### src/rtl/hslrgb_pkg.sv
`timescale 1ns / 1ps

package hslrgb_pkg;

   // load enables for the four pipeline stages, driven by the top-level ready chain
   typedef struct packed {
      logic s1;
      logic s2;
      logic s3;
      logic s4;
   } stage_en_type;

endpackage

### src/rtl/hslrgb_levels.sv
`timescale 1ns / 1ps

// Helper levels: stage 1 clamps and multiplies, stage 2 forms high, low and their spread.
module hslrgb_levels import hslrgb_pkg::*; #(
   parameter int FRAC_BITS = 12
) (
   input  logic                 clock,
   input  stage_en_type         en,
   input  logic [FRAC_BITS:0]   sat,
   input  logic [FRAC_BITS:0]   lit,
   output logic [FRAC_BITS:0]   high_level,
   output logic [FRAC_BITS:0]   low_level,
   output logic [FRAC_BITS:0]   diff_level
);

   localparam int W = FRAC_BITS + 1;
   localparam logic [W-1:0] ONE_V  = {1'b1, {FRAC_BITS{1'b0}}};
   localparam logic [W-1:0] HALF_V = ONE_V >> 1;
   localparam logic [W+1:0] ONE_X  = {2'b00, ONE_V};

   logic [W-1:0]   s_c;
   logic [W-1:0]   l_c;
   logic           small_in;
   logic [W:0]     mul_b;
   logic [2*W:0]   prod_in;

   logic [2*W:0]   prod_ff;
   logic [W-1:0]   l_ff;
   logic [W-1:0]   s_ff;
   logic           small_ff;

   logic [W:0]     prod_sh;
   logic [W+1:0]   hi_a;
   logic [W-1:0]   hi_c;
   logic signed [W+1:0] lo_s;
   logic [W-1:0]   lo_c;
   logic [W-1:0]   diff_c;

   logic [W-1:0]   high_ff;
   logic [W-1:0]   low_ff;
   logic [W-1:0]   diff_ff;

   // stage 1
   always_comb begin
      s_c      = (sat > ONE_V) ? ONE_V : sat;
      l_c      = (lit > ONE_V) ? ONE_V : lit;
      small_in = (l_c < HALF_V);
      mul_b    = small_in ? ({1'b0, ONE_V} + {1'b0, s_c}) : {1'b0, s_c};
      prod_in  = l_c * mul_b;
   end

   always_ff @(posedge clock) begin
      if (en.s1) begin
         prod_ff  <= prod_in;
         l_ff     <= l_c;
         s_ff     <= s_c;
         small_ff <= small_in;
      end
   end

   // stage 2
   always_comb begin
      prod_sh = prod_ff[FRAC_BITS +: W+1];
      if (small_ff) begin
         hi_a = {1'b0, prod_sh};
      end else begin
         hi_a = {2'b00, l_ff} + {2'b00, s_ff} - {1'b0, prod_sh};
      end
      hi_c = (hi_a > ONE_X) ? ONE_V : hi_a[W-1:0];
      lo_s = $signed({1'b0, l_ff, 1'b0}) - $signed({2'b00, hi_c});
      if (lo_s < 0) begin
         lo_c = '0;
      end else if (lo_s > $signed(ONE_X)) begin
         lo_c = ONE_V;
      end else begin
         lo_c = lo_s[W-1:0];
      end
      diff_c = (hi_c > lo_c) ? (hi_c - lo_c) : '0;
   end

   always_ff @(posedge clock) begin
      if (en.s2) begin
         high_ff <= hi_c;
         low_ff  <= lo_c;
         diff_ff <= diff_c;
      end
   end

   assign high_level = high_ff;
   assign low_level  = low_ff;
   assign diff_level = diff_ff;

endmodule

### src/rtl/hslrgb_channel.sv
`timescale 1ns / 1ps

// One channel of the curve: region decode, ramp multiply, level select and byte scaling.
module hslrgb_channel import hslrgb_pkg::*; #(
   parameter int FRAC_BITS = 12
) (
   input  logic                 clock,
   input  stage_en_type         en,
   input  logic [FRAC_BITS-1:0] hue,
   input  logic [FRAC_BITS:0]   high_level,
   input  logic [FRAC_BITS:0]   low_level,
   input  logic [FRAC_BITS:0]   diff_level,
   output logic [7:0]           level
);

   typedef enum logic [1:0] {
      REG_RISE = 2'd0,
      REG_HIGH = 2'd1,
      REG_FALL = 2'd2,
      REG_LOW  = 2'd3
   } region_type;

   localparam int W  = FRAC_BITS + 1;
   localparam int MW = FRAC_BITS + 3;
   localparam int TT = (4 * (1 << FRAC_BITS) + 3) / 6;
   localparam logic [FRAC_BITS-1:0] TT_V  = FRAC_BITS'(TT);
   localparam logic [W-1:0]         ONE_V = {1'b1, {FRAC_BITS{1'b0}}};
   localparam logic [MW-1:0]        ONE_X = {2'b00, ONE_V};
   localparam logic [MW-1:0]        TWO_X = ONE_X << 1;

   logic [MW-1:0]        h6;
   logic [MW-1:0]        h3;
   logic [MW-1:0]        h2;
   logic [FRAC_BITS-1:0] span;
   region_type           region_in;
   logic [MW-1:0]        m_in;

   region_type           region1_ff;
   logic [MW-1:0]        m1_ff;
   region_type           region2_ff;
   logic [MW-1:0]        m2_ff;

   logic [W+MW-1:0]      prod_in;
   logic [W+MW-1:0]      prod_ff;
   region_type           region3_ff;
   logic [W-1:0]         high3_ff;
   logic [W-1:0]         low3_ff;

   logic [MW:0]          ramp;
   logic [MW+1:0]        lvl_sum;
   logic [MW+1:0]        lvl_sel;
   logic [W-1:0]         lvl_c;
   logic [W+7:0]         scaled;
   logic [8:0]           byte_raw;
   logic [7:0]           level_in;
   logic [7:0]           level_ff;

   // stage 1: region and ramp factor
   always_comb begin
      h6   = {3'b000, hue} * 3'd6;
      h3   = {3'b000, hue} * 2'd3;
      h2   = {2'b00, hue, 1'b0};
      span = (hue >= TT_V) ? '0 : (TT_V - hue);
      priority if (h6 < ONE_X) begin
         region_in = REG_RISE;
         m_in      = h6;
      end else if (h2 < ONE_X) begin
         region_in = REG_HIGH;
         m_in      = '0;
      end else if (h3 < TWO_X) begin
         region_in = REG_FALL;
         m_in      = {3'b000, span} * 3'd6;
      end else begin
         region_in = REG_LOW;
         m_in      = '0;
      end
   end

   always_ff @(posedge clock) begin
      if (en.s1) begin
         region1_ff <= region_in;
         m1_ff      <= m_in;
      end
   end

   // stage 2: wait for the helper levels
   always_ff @(posedge clock) begin
      if (en.s2) begin
         region2_ff <= region1_ff;
         m2_ff      <= m1_ff;
      end
   end

   // stage 3: spread times ramp factor
   assign prod_in = diff_level * m2_ff;

   always_ff @(posedge clock) begin
      if (en.s3) begin
         prod_ff    <= prod_in;
         region3_ff <= region2_ff;
         high3_ff   <= high_level;
         low3_ff    <= low_level;
      end
   end

   // stage 4: level, clamp, scale by 255 as (x << 8) - x
   always_comb begin
      ramp    = prod_ff[FRAC_BITS +: MW+1];
      lvl_sum = {{(MW+2-W){1'b0}}, low3_ff} + {1'b0, ramp};
      unique case (region3_ff)
         REG_RISE, REG_FALL: lvl_sel = lvl_sum;
         REG_HIGH:           lvl_sel = {{(MW+2-W){1'b0}}, high3_ff};
         REG_LOW:            lvl_sel = {{(MW+2-W){1'b0}}, low3_ff};
         default:            lvl_sel = {{(MW+2-W){1'b0}}, low3_ff};
      endcase
      lvl_c    = (lvl_sel > {{(MW+2-W){1'b0}}, ONE_V}) ? ONE_V : lvl_sel[W-1:0];
      scaled   = {lvl_c, 8'h00} - {8'h00, lvl_c};
      byte_raw = scaled[FRAC_BITS +: 9];
      level_in = byte_raw[8] ? 8'hFF : byte_raw[7:0];
   end

   always_ff @(posedge clock) begin
      if (en.s4) begin
         level_ff <= level_in;
      end
   end

   assign level = level_ff;

endmodule

### src/rtl/hsl_to_rgb_converter.sv
`timescale 1ns / 1ps
// Pipeline: four register stages; an accepted item moves through s1, s2, s3 and s4, then rsp_valid rises.
// Throughput: one item per cycle while rsp_ready is not held low; each of the four register stages holds one item.
// Stalls: every stage loads when it is empty or its successor moves, so bubbles close up.
// Reset: synchronous, active high; clears the stage valid bits only, datapath is not reset.
module hsl_to_rgb_converter import hslrgb_pkg::*; #(
   parameter int FRAC_BITS = 12
) (
   input  logic                 clock,
   input  logic                 reset,
   input  logic                 req_valid,
   output logic                 req_ready,
   input  logic [FRAC_BITS-1:0] req_hue,
   input  logic [FRAC_BITS:0]   req_saturation,
   input  logic [FRAC_BITS:0]   req_lightness,
   output logic                 rsp_valid,
   input  logic                 rsp_ready,
   output logic [7:0]           rsp_red_level,
   output logic [7:0]           rsp_green_level,
   output logic [7:0]           rsp_blue_level
);

   // One third of a turn, rounded, in hue units. Hue wraps by plain truncation.
   localparam int THIRD = (2 * (1 << FRAC_BITS) + 3) / 6;
   localparam logic [FRAC_BITS-1:0] THIRD_V = FRAC_BITS'(THIRD);

   // Pipeline map:
   //   s1: clamp S/L, L*(ONE+S) or L*S; per channel region decode and ramp factor
   //   s2: high/low helper levels; channel data waits alongside
   //   s3: per channel spread * ramp factor
   //   s4: level select and clamp, *255 >> FRAC_BITS, output register
   logic [3:0]           valid_ff;
   logic [3:0]           valid_in;
   logic [3:0]           stage_rdy;
   stage_en_type         en;

   logic [FRAC_BITS-1:0] hue_red;
   logic [FRAC_BITS-1:0] hue_blue;
   logic [FRAC_BITS:0]   high_level;
   logic [FRAC_BITS:0]   low_level;
   logic [FRAC_BITS:0]   diff_level;

   // Ready chain: a stage may load when it is empty or its content moves on.
   always_comb begin
      stage_rdy[3] = !valid_ff[3] || rsp_ready;
      stage_rdy[2] = !valid_ff[2] || stage_rdy[3];
      stage_rdy[1] = !valid_ff[1] || stage_rdy[2];
      stage_rdy[0] = !valid_ff[0] || stage_rdy[1];
   end

   assign en.s1 = stage_rdy[0];
   assign en.s2 = stage_rdy[1];
   assign en.s3 = stage_rdy[2];
   assign en.s4 = stage_rdy[3];

   assign req_ready = stage_rdy[0];
   assign rsp_valid = valid_ff[3];

   always_comb begin
      valid_in[0] = stage_rdy[0] ? req_valid   : valid_ff[0];
      valid_in[1] = stage_rdy[1] ? valid_ff[0] : valid_ff[1];
      valid_in[2] = stage_rdy[2] ? valid_ff[1] : valid_ff[2];
      valid_in[3] = stage_rdy[3] ? valid_ff[2] : valid_ff[3];
   end

   always_ff @(posedge clock) begin
      if (reset) begin
         valid_ff <= '0;
      end else begin
         valid_ff <= valid_in;
      end
   end

   // Red sees the hue a third ahead, blue a third behind, both modulo one turn.
   assign hue_red  = req_hue + THIRD_V;
   assign hue_blue = req_hue - THIRD_V;

   hslrgb_levels #(
      .FRAC_BITS (FRAC_BITS)
   ) u_levels (
      .clock      (clock),
      .en         (en),
      .sat        (req_saturation),
      .lit        (req_lightness),
      .high_level (high_level),
      .low_level  (low_level),
      .diff_level (diff_level)
   );

   hslrgb_channel #(
      .FRAC_BITS (FRAC_BITS)
   ) u_red (
      .clock      (clock),
      .en         (en),
      .hue        (hue_red),
      .high_level (high_level),
      .low_level  (low_level),
      .diff_level (diff_level),
      .level      (rsp_red_level)
   );

   hslrgb_channel #(
      .FRAC_BITS (FRAC_BITS)
   ) u_green (
      .clock      (clock),
      .en         (en),
      .hue        (req_hue),
      .high_level (high_level),
      .low_level  (low_level),
      .diff_level (diff_level),
      .level      (rsp_green_level)
   );

   hslrgb_channel #(
      .FRAC_BITS (FRAC_BITS)
   ) u_blue (
      .clock      (clock),
      .en         (en),
      .hue        (hue_blue),
      .high_level (high_level),
      .low_level  (low_level),
      .diff_level (diff_level),
      .level      (rsp_blue_level)
   );

`ifndef SYNTHESIS
   // Output side able to drain means the input side is open.
   a_no_false_stall: assert property (@(posedge clock) disable iff (reset)
      (!rsp_valid || rsp_ready) |-> req_ready)
      else $error("input stalled while output drains");

   // Input only closes when every stage holds an item.
   a_full_when_blocked: assert property (@(posedge clock) disable iff (reset)
      !req_ready |-> (valid_ff == 4'b1111))
      else $error("input stalled with a bubble in the pipeline");

   // Reset empties the pipeline.
   a_reset_empty: assert property (@(posedge clock)
      reset |=> !rsp_valid)
      else $error("result valid right after reset");
`endif

endmodule

### config.mk
export PLATFORM = sky130hd
export DESIGN_NAME = hsl_to_rgb_converter
export DESIGN_NICKNAME = d
export VERILOG_FILES = /design/src/rtl/hslrgb_pkg.sv /design/src/rtl/hslrgb_levels.sv /design/src/rtl/hslrgb_channel.sv /design/src/rtl/hsl_to_rgb_converter.sv
export SDC_FILE = /design/constraint.sdc
export NUM_CORES = 2
export LEC_CHECK = 0
export BUFFER_PORTS_ARGS = -buffer_cell sky130_fd_sc_hd__buf_2
export CORE_ASPECT_RATIO = 1.4
export CORE_UTILIZATION = 55
export DETAILED_ROUTE_END_ITERATION = 6
export HOLD_SLACK_MARGIN = 0.1
export PLACE_DENSITY = 0.76
export SYNTH_ARGS = -nofsm -noshare
export SYNTH_HDL_FRONTEND = slang
export SYNTH_SLANG_ARGS = --single-unit
### constraint.sdc
create_clock -name clock -period 11.6 [get_ports clock]
set_clock_uncertainty 0.15 [all_clocks]
set_input_delay 1.16 -clock clock [delete_from_list [all_inputs] [get_ports clock]]
set_output_delay 1.16 -clock clock [all_outputs]
set_load 0.01 [all_outputs]
======== After elaboration in Yosys (flattened, before gate mapping) ========
Cells that the tools add are included.
W data, S select, Z words.
storage, ports and cells
  flip-flop bits (word level) ............. 338
  latch bits .............................. 0
  memory bits (writable) .................. 0
  memory bits (read-only) ................. 0
  input bits .............................. 42
  output and inout bits ................... 26
  word-level logic and storage cells ...... 148
  memories kept ........................... 0
operators by class
  $add $sub $neg .......................... 16
  $mul .................................... 13
  div/mod/pow operators ................... 0
  $lt $le $gt $ge ......................... 22
  equal/unequal tests ..................... 9
  shift-type cells ........................ 0
  multiplexer cells ....................... 31
  bitwise logic cells ..................... 0
  reductions and logical operators ........ 17
operator list
  operator                  count
  $pmux W17 S3              3
  $mux W15                  10
  $mul A12 B2 Y14 const B   9
  $mux W13                  8
  $mul A13 B15 Y28          3
  $sub A21 B13 Y21          3
  $add A13 B16 Y17          3
  $gt A17 B13 Y1 const B    3
  $lt A15 B13 Y1 const B    3
  $lt A14 B14 Y1 const B    3
  $lt A13 B13 Y1 const B    3
  $ge A12 B12 Y1 const B    3
  $mux W12                  3
  $sub A12 B12 Y12 const A  3
  $gt A13 B13 Y1 const B    2
  $mul A13 B14 Y26          1
  $gt A15 B13 Y1 const B    1
  $gt A15 B14 Y1 const B    1
  $lt A15 B1 Y1 const B     1
  $sub A14 B13 Y15          1
  $sub A14 B14 Y15          1
  $add A13 B13 Y14          1
  $add A13 B13 Y14 const A  1
  $mux W14                  1
  other kinds (12)          37

======== Longest topological paths before layout ========
  depth after elaboration ................. 10
  mapped depth ............................ 46
  mapped depth without buffers ............ 44

======== Cells and area by module ========
From an unflattened synthesis, not the netlist that was laid out.
second synthesis, totals
  cells, all modules ...................... 4691
  area, all modules ....................... 44664.1 um2
modules (own cells, without submodules)
  module                        instances  cells an instance  area an instance (um2)
  hslrgb_channel at u_blue ...  2          1143               10988.0
  hslrgb_channel at u_red       1          1139               11170.7
  hslrgb_levels                 1          1174               10822.9
  hsl_to_rgb_converter          1          92                 694.4

======== Least setup slack after synthesis ========
No wires, ideal clock.
  path type ............................... register -> register
  start point ............................. register u_levels.prod_ff[18]
  end point ............................... register u_levels.diff_ff[11], in the netlist u_levels.diff_level[11] (data pin)
  library setup time ...................... 275 ps
  arrival ................................. 8570 ps
  slack ................................... 2605 ps
  cell stages (with the launch flop) ...... 42
  path buffers ............................ 3
  cells stage by stage .................... edfxtp_1 > fa_1 > inv_1 > ha_1 > a2111oi_0 > a211oi_1 > a21oi_1 > o21ai_1 > xor2_1 > o32a_4 > nor2_1 > a21oi_1 > clkbuf_1 > a211o_1 > fa_1 > a21o_1 > a21oi_1 > o21bai_1 > [... 6 more ...] > o311ai_1 > o211a_4 > buf_6 > nand2_1 > ha_1 > nor2b_1 > o21ai_0 > a21boi_0 > o21ai_0 > a21boi_0 > o21ai_0 > a21boi_0 > o21ai_0 > a21boi_0 > o21a_1 > o2111ai_1 > clkbuf_1 > a211oi_1
on the way
  word-level cells in the longest chain between the ends .. 9
  elaborated cells between the ends (all ways) .. 11
  those cells by class .................... add/sub (3); order compare (4); mux (4)
RTL lines
  what                                                RTL line             RTL
  start, declared                                     hslrgb_levels.sv:27  logic [2*W:0] prod_ff;
  start signal, assigned                              hslrgb_levels.sv:54  prod_ff <= prod_in;
  $sub A14 B14 Y15                                    hslrgb_levels.sv:67  hi_a = {2'b00, l_ff} + {2'b00, s_ff} - {1'b0, prod_sh};
  $mux W15 (*)                                        hslrgb_levels.sv:64  if (small_ff) begin
  $gt A15 B13 Y1                                      hslrgb_levels.sv:69  hi_c = (hi_a > ONE_X) ? ONE_V : hi_a[W-1:0];
  $mux W13 (*)                                        hslrgb_levels.sv:69
  $sub A14 B13 Y15                                    hslrgb_levels.sv:70  lo_s = $signed({1'b0, l_ff, 1'b0}) - $signed({2'b00, hi_c});
  $gt A15 B14 Y1                                      hslrgb_levels.sv:73  end else if (lo_s > $signed(ONE_X)) begin
  $mux W13                                            hslrgb_levels.sv:73
  $mux W13                                            hslrgb_levels.sv:71  if (lo_s < 0) begin
  $sub A13 B13 Y13 or $gt A13 B13 Y1 (tied branches)  hslrgb_levels.sv:78  diff_c = (hi_c > lo_c) ? (hi_c - lo_c) : '0;
  end signal, assigned                                hslrgb_levels.sv:85  diff_ff <= diff_c;
  end, declared                                       hslrgb_levels.sv:41  logic [W-1:0] diff_ff;
Every way passes the cells marked *; elsewhere a longest branch is shown, timed or not.
A chain may end at the register's enable or synchronous reset.

======== Worst setup path in the final report ========
  start point ............................. register u_levels.l_ff[6]
  end point ............................... register u_levels.diff_ff[4], in the netlist u_levels.diff_level[4] (data pin)
on the way
  word-level cells in the longest chain between the ends .. 10
  elaborated cells between the ends (all ways) .. 12
  those cells by class .................... add/sub (4); order compare (4); mux (4)
RTL lines
  what                                                RTL line             RTL
  start, declared                                     hslrgb_levels.sv:28  logic [W-1:0] l_ff;
  start signal, assigned                              hslrgb_levels.sv:55  l_ff <= l_c;
  $add A13 B13 Y14                                    hslrgb_levels.sv:67
  $sub A14 B14 Y15                                    hslrgb_levels.sv:67
  $mux W15                                            hslrgb_levels.sv:64
  $gt A15 B13 Y1                                      hslrgb_levels.sv:69
  $mux W13                                            hslrgb_levels.sv:69
  $sub A14 B13 Y15                                    hslrgb_levels.sv:70
  $gt A15 B14 Y1                                      hslrgb_levels.sv:73
  $mux W13                                            hslrgb_levels.sv:73
  $mux W13                                            hslrgb_levels.sv:71
  $sub A13 B13 Y13 or $gt A13 B13 Y1 (tied branches)  hslrgb_levels.sv:78
Parallel ways exist; a longest one is shown, timed or not.

==> flow_metrics.env <==
export IMPL_mostFrequentLayoutCells="783 x inv_1, 599 x nand2_1, 547 x fa_1, 488 x ha_1, 280 x edfxtp_1"
export IMPL_end_kind="flop"
export IMPL_r2r_end="u_levels.diff_level[4]$_SDFFCE_PP0P_"
export IMPL_endpoint="u_levels.diff_level[4]$_SDFFCE_PP0P_"
export IMPL_root_buffer="clkbuf_16"
export IMPL_finalPower_mw=9.509
export IMPL_synth_area_um2=41870
export IMPL_cp_required_ns=11.75
export IMPL_synthToLayoutAreaGrowth_pct=5.018
export IMPL_numClockSinks=284
export IMPL_setup_violations=0
export IMPL_globalRoute_busiestLayer="met2"
export IMPL_path_clk_slew_ns=0.07
export IMPL_max_freq_ghz=0.09510
export IMPL_die_y_um=328.5
export IMPL_postRouteAntennaNets=0
export IMPL_start_kind="flop"
export IMPL_htreeDepth=1
export IMPL_grt_usage_pct=25.53
export IMPL_grtUsageMet3_pct=2.593
export IMPL_placed_cells=5395
export IMPL_syn_nets=5566
export IMPL_cpPeakStageDelay_ns=0.84
export IMPL_grt_pass1_vias=32110
export IMPL_p_leak_nw=21.58
export IMPL_cts_resized=0
export IMPL_cts_made_buffers=28
export IMPL_vias=30710
export IMPL_postCtsSetupRepairBufs=0
export IMPL_dp_hpwl_mm=76.52
export IMPL_finalSetupTns_ns=0
export IMPL_status="complete, no violations"
export IMPL_hold_path_class="reg -> reg"
export IMPL_clkLatencyLatePin_ns=0.60
export IMPL_initial_core_util_pct=55.57
export IMPL_routed_wl_mm=96.73
export IMPL_die_x_um=235.2
export IMPL_synthDistinctLibCells=95
export IMPL_stdcell_area_um2=43970
export IMPL_drive_gt1_share_pct=4.377
export IMPL_yosys_register_bits=284
export IMPL_num_rows=119
export IMPL_antenna_found_initial=1
export IMPL_startpoint="u_levels.l_ff[6]$_DFFE_PP_"
export IMPL_grt_max_degree=81
export IMPL_synthArstFlopShare_pct=0
export IMPL_relSlewSlack_pct=28.14
export IMPL_synth_edf_count=280
export IMPL_final_common_cell="inv_1"
export IMPL_drc_errors=0
export IMPL_final_nets=5534
export IMPL_grt_pass1_wl_mm=158.6
export IMPL_avgSynthCellArea_um2=9.327
export IMPL_ir_worst_vdd_uv=163.7
export IMPL_fin_util_pct=58.36
export IMPL_die_area_um2=77250
export IMPL_drtIter0Drc=1482
export IMPL_slew_viol_final=0
export IMPL_final_cell_count_no_fill=5448
export IMPL_largest_registers="u_blue.prod_ff: 16 flops, u_green.prod_ff: 16 flops, u_red.prod_ff: 16 flops"
export IMPL_ys_seq_area_share_pct=20.27
export IMPL_viasPerCell=5.637
export IMPL_grt_ovfl_total=0
export IMPL_path_max_fanout=17
export IMPL_powerDensity_nw_per_um2=216.3
export IMPL_wl_per_cell_um=17.75
export IMPL_maxCapViolCount=0
export IMPL_port_buffers=67
export IMPL_fin_hold_ws_ns=0.2585
export IMPL_preCtsSetupSlack_ns=1.287
export IMPL_regToRegStartpoint="u_levels.l_ff[6]$_DFFE_PP_"
export IMPL_r2r_slack_ns=1.08
export IMPL_synth_top_flop_cell="edfxtp_1"
export IMPL_cts_tree="built"
export IMPL_clockBufferDepth=3
export IMPL_fin_crit_ns=10.52
export IMPL_use_met2_pct=47.81
export IMPL_postCtsHoldBufs=0
export IMPL_setup_ws_ns=1.084
export IMPL_hold_viol=0
export IMPL_rsz0062_at_grt="false"
export IMPL_syn_inst=4489
export IMPL_reg2regPathDepth=40
export IMPL_worst_pin_slew_ns=1.078
export IMPL_critical_path_arrival_ns=10.66
export IMPL_place_congestion=0.9168
export IMPL_grtUsageMet1_pct=29.05
export IMPL_core_area_um2=75340
export IMPL_dr_pass1_iters=5
export IMPL_finalCritPeriodShare_pct=90.65
export IMPL_place_area_um2=43050
export IMPL_crit_path_top_delay_cell="o2111ai_1"
export IMPL_synth_warnings=0
export IMPL_io_pins=68
export IMPL_num_fill_cells=6386
export IMPL_path_class="reg -> reg"
final cells by class:
class	instances	area, um2	area share (%)
Clock inverter	20	203.9	0.4638
Inverter	795	2985	6.790
Timing Repair Buffer	99	575.6	1.309
Antenna cell	2	5.005	0.01138
Clock buffer	31	711.9	1.619
Multi-Input combinational cell	3249	29790	67.75
Tap cell	968	1211	2.755
Sequential cell	284	8488	19.31
how the worst min path moves through the flow:
stage / from / end / depth (start not counted)
after floorplan: u_blue.m1_ff[10]$_DFFE_PP_ / u_blue.m2_ff[10]$_DFFE_PP_ / 0
after global placement: u_green.m1_ff[13]$_DFFE_PP_ / u_green.m2_ff[13]$_DFFE_PP_ / 0
after detailed placement: u_levels.high_level[3]$_DFFE_PP_ / u_green.high3_ff[3]$_DFFE_PP_ / 0
after CTS: u_red.m1_ff[3]$_DFFE_PP_ / u_red.m2_ff[3]$_DFFE_PP_ / 0
after global routing: u_red.m1_ff[4]$_DFFE_PP_ / u_red.m2_ff[4]$_DFFE_PP_ / 0
final: u_red.m1_ff[3]$_DFFE_PP_ / u_red.m2_ff[3]$_DFFE_PP_ / 0
worst max-delay path, delay by kind of cell (launching register included):
family	cells	cell delay (ns)
and+or+nand+nor	3	0.61
adders and majority gates	4	1.60
DFF	1	0.39
buffers and inverters	3	0.30
xor gates and xnor gates	1	0.18
AOI/OAI and AO/OA	29	6.98
cells in the mapped netlist (all sizes together) (7+ instances only):
cell type | n | area (um2)
mux2i | 39 | 390.4
o22ai | 23 | 143.9
a2111oi | 9 | 85.08
inv | 785 | 2947
xor2 | 42 | 367.9
a31oi | 12 | 75.07
nand4 | 21 | 131.4
o41ai | 7 | 68.82
nand2b | 46 | 287.8
nor3b | 7 | 52.55
nor3 | 40 | 200.2
clkbuf | 151 | 568.0
or3 | 17 | 108.9
fa | 547 | 10950
a211oi | 30 | 230.2
nand2 | 602 | 2262
and2 | 238 | 1489
o21ai | 121 | 620.6
a21oi | 161 | 805.8
buf | 10 | 60.06
o21bai | 41 | 307.8
and3 | 18 | 113.9
ha | 488 | 6106
o31ai | 11 | 82.58
o21a | 37 | 277.8
xnor2 | 159 | 1393
or2 | 17 | 108.9
a211o | 10 | 87.58
mux2 | 9 | 101.4
clkinv | 10 | 37.54
a21boi | 14 | 105.1
o311ai | 10 | 105.1
edfxtp | 280 | 8408
o211ai | 17 | 127.6
nor4 | 7 | 58.81
nor2 | 232 | 870.8
a21o | 67 | 504.2
nand3 | 26 | 130.1
nor2b | 44 | 275.3
power breakdown:
group,switching (mW),internal (mW),total [mW]
Sequential,0.464,1.70,2.16
Clock,0.408,0.513,0.921
Combinational,3.80,2.63,6.43
layer usage:
| layer | up-vias | wire length [um] |
|---|---|---|
| li1 | 14400 | - |
| met1 | 15100 | 36750 |
| met2 | 913 | 50650 |
| met3 | 293 | 4842 |
| met4 | 2 | 4468 |
| met5 | - | 19 |
logic make-up after synthesis:
kind of cell	Yosys count	share of synthesized area (%)
AOI/OAI and AO/OA	624	9.901
xor gates and xnor gates	201	4.205
adders and majority gates	1035	40.74
buffers and inverters	956	8.628
DFF	284	20.27
muxes	48	1.174
and+or+nand+nor	1341	15.08
Power figures use the tool's default switching activity.
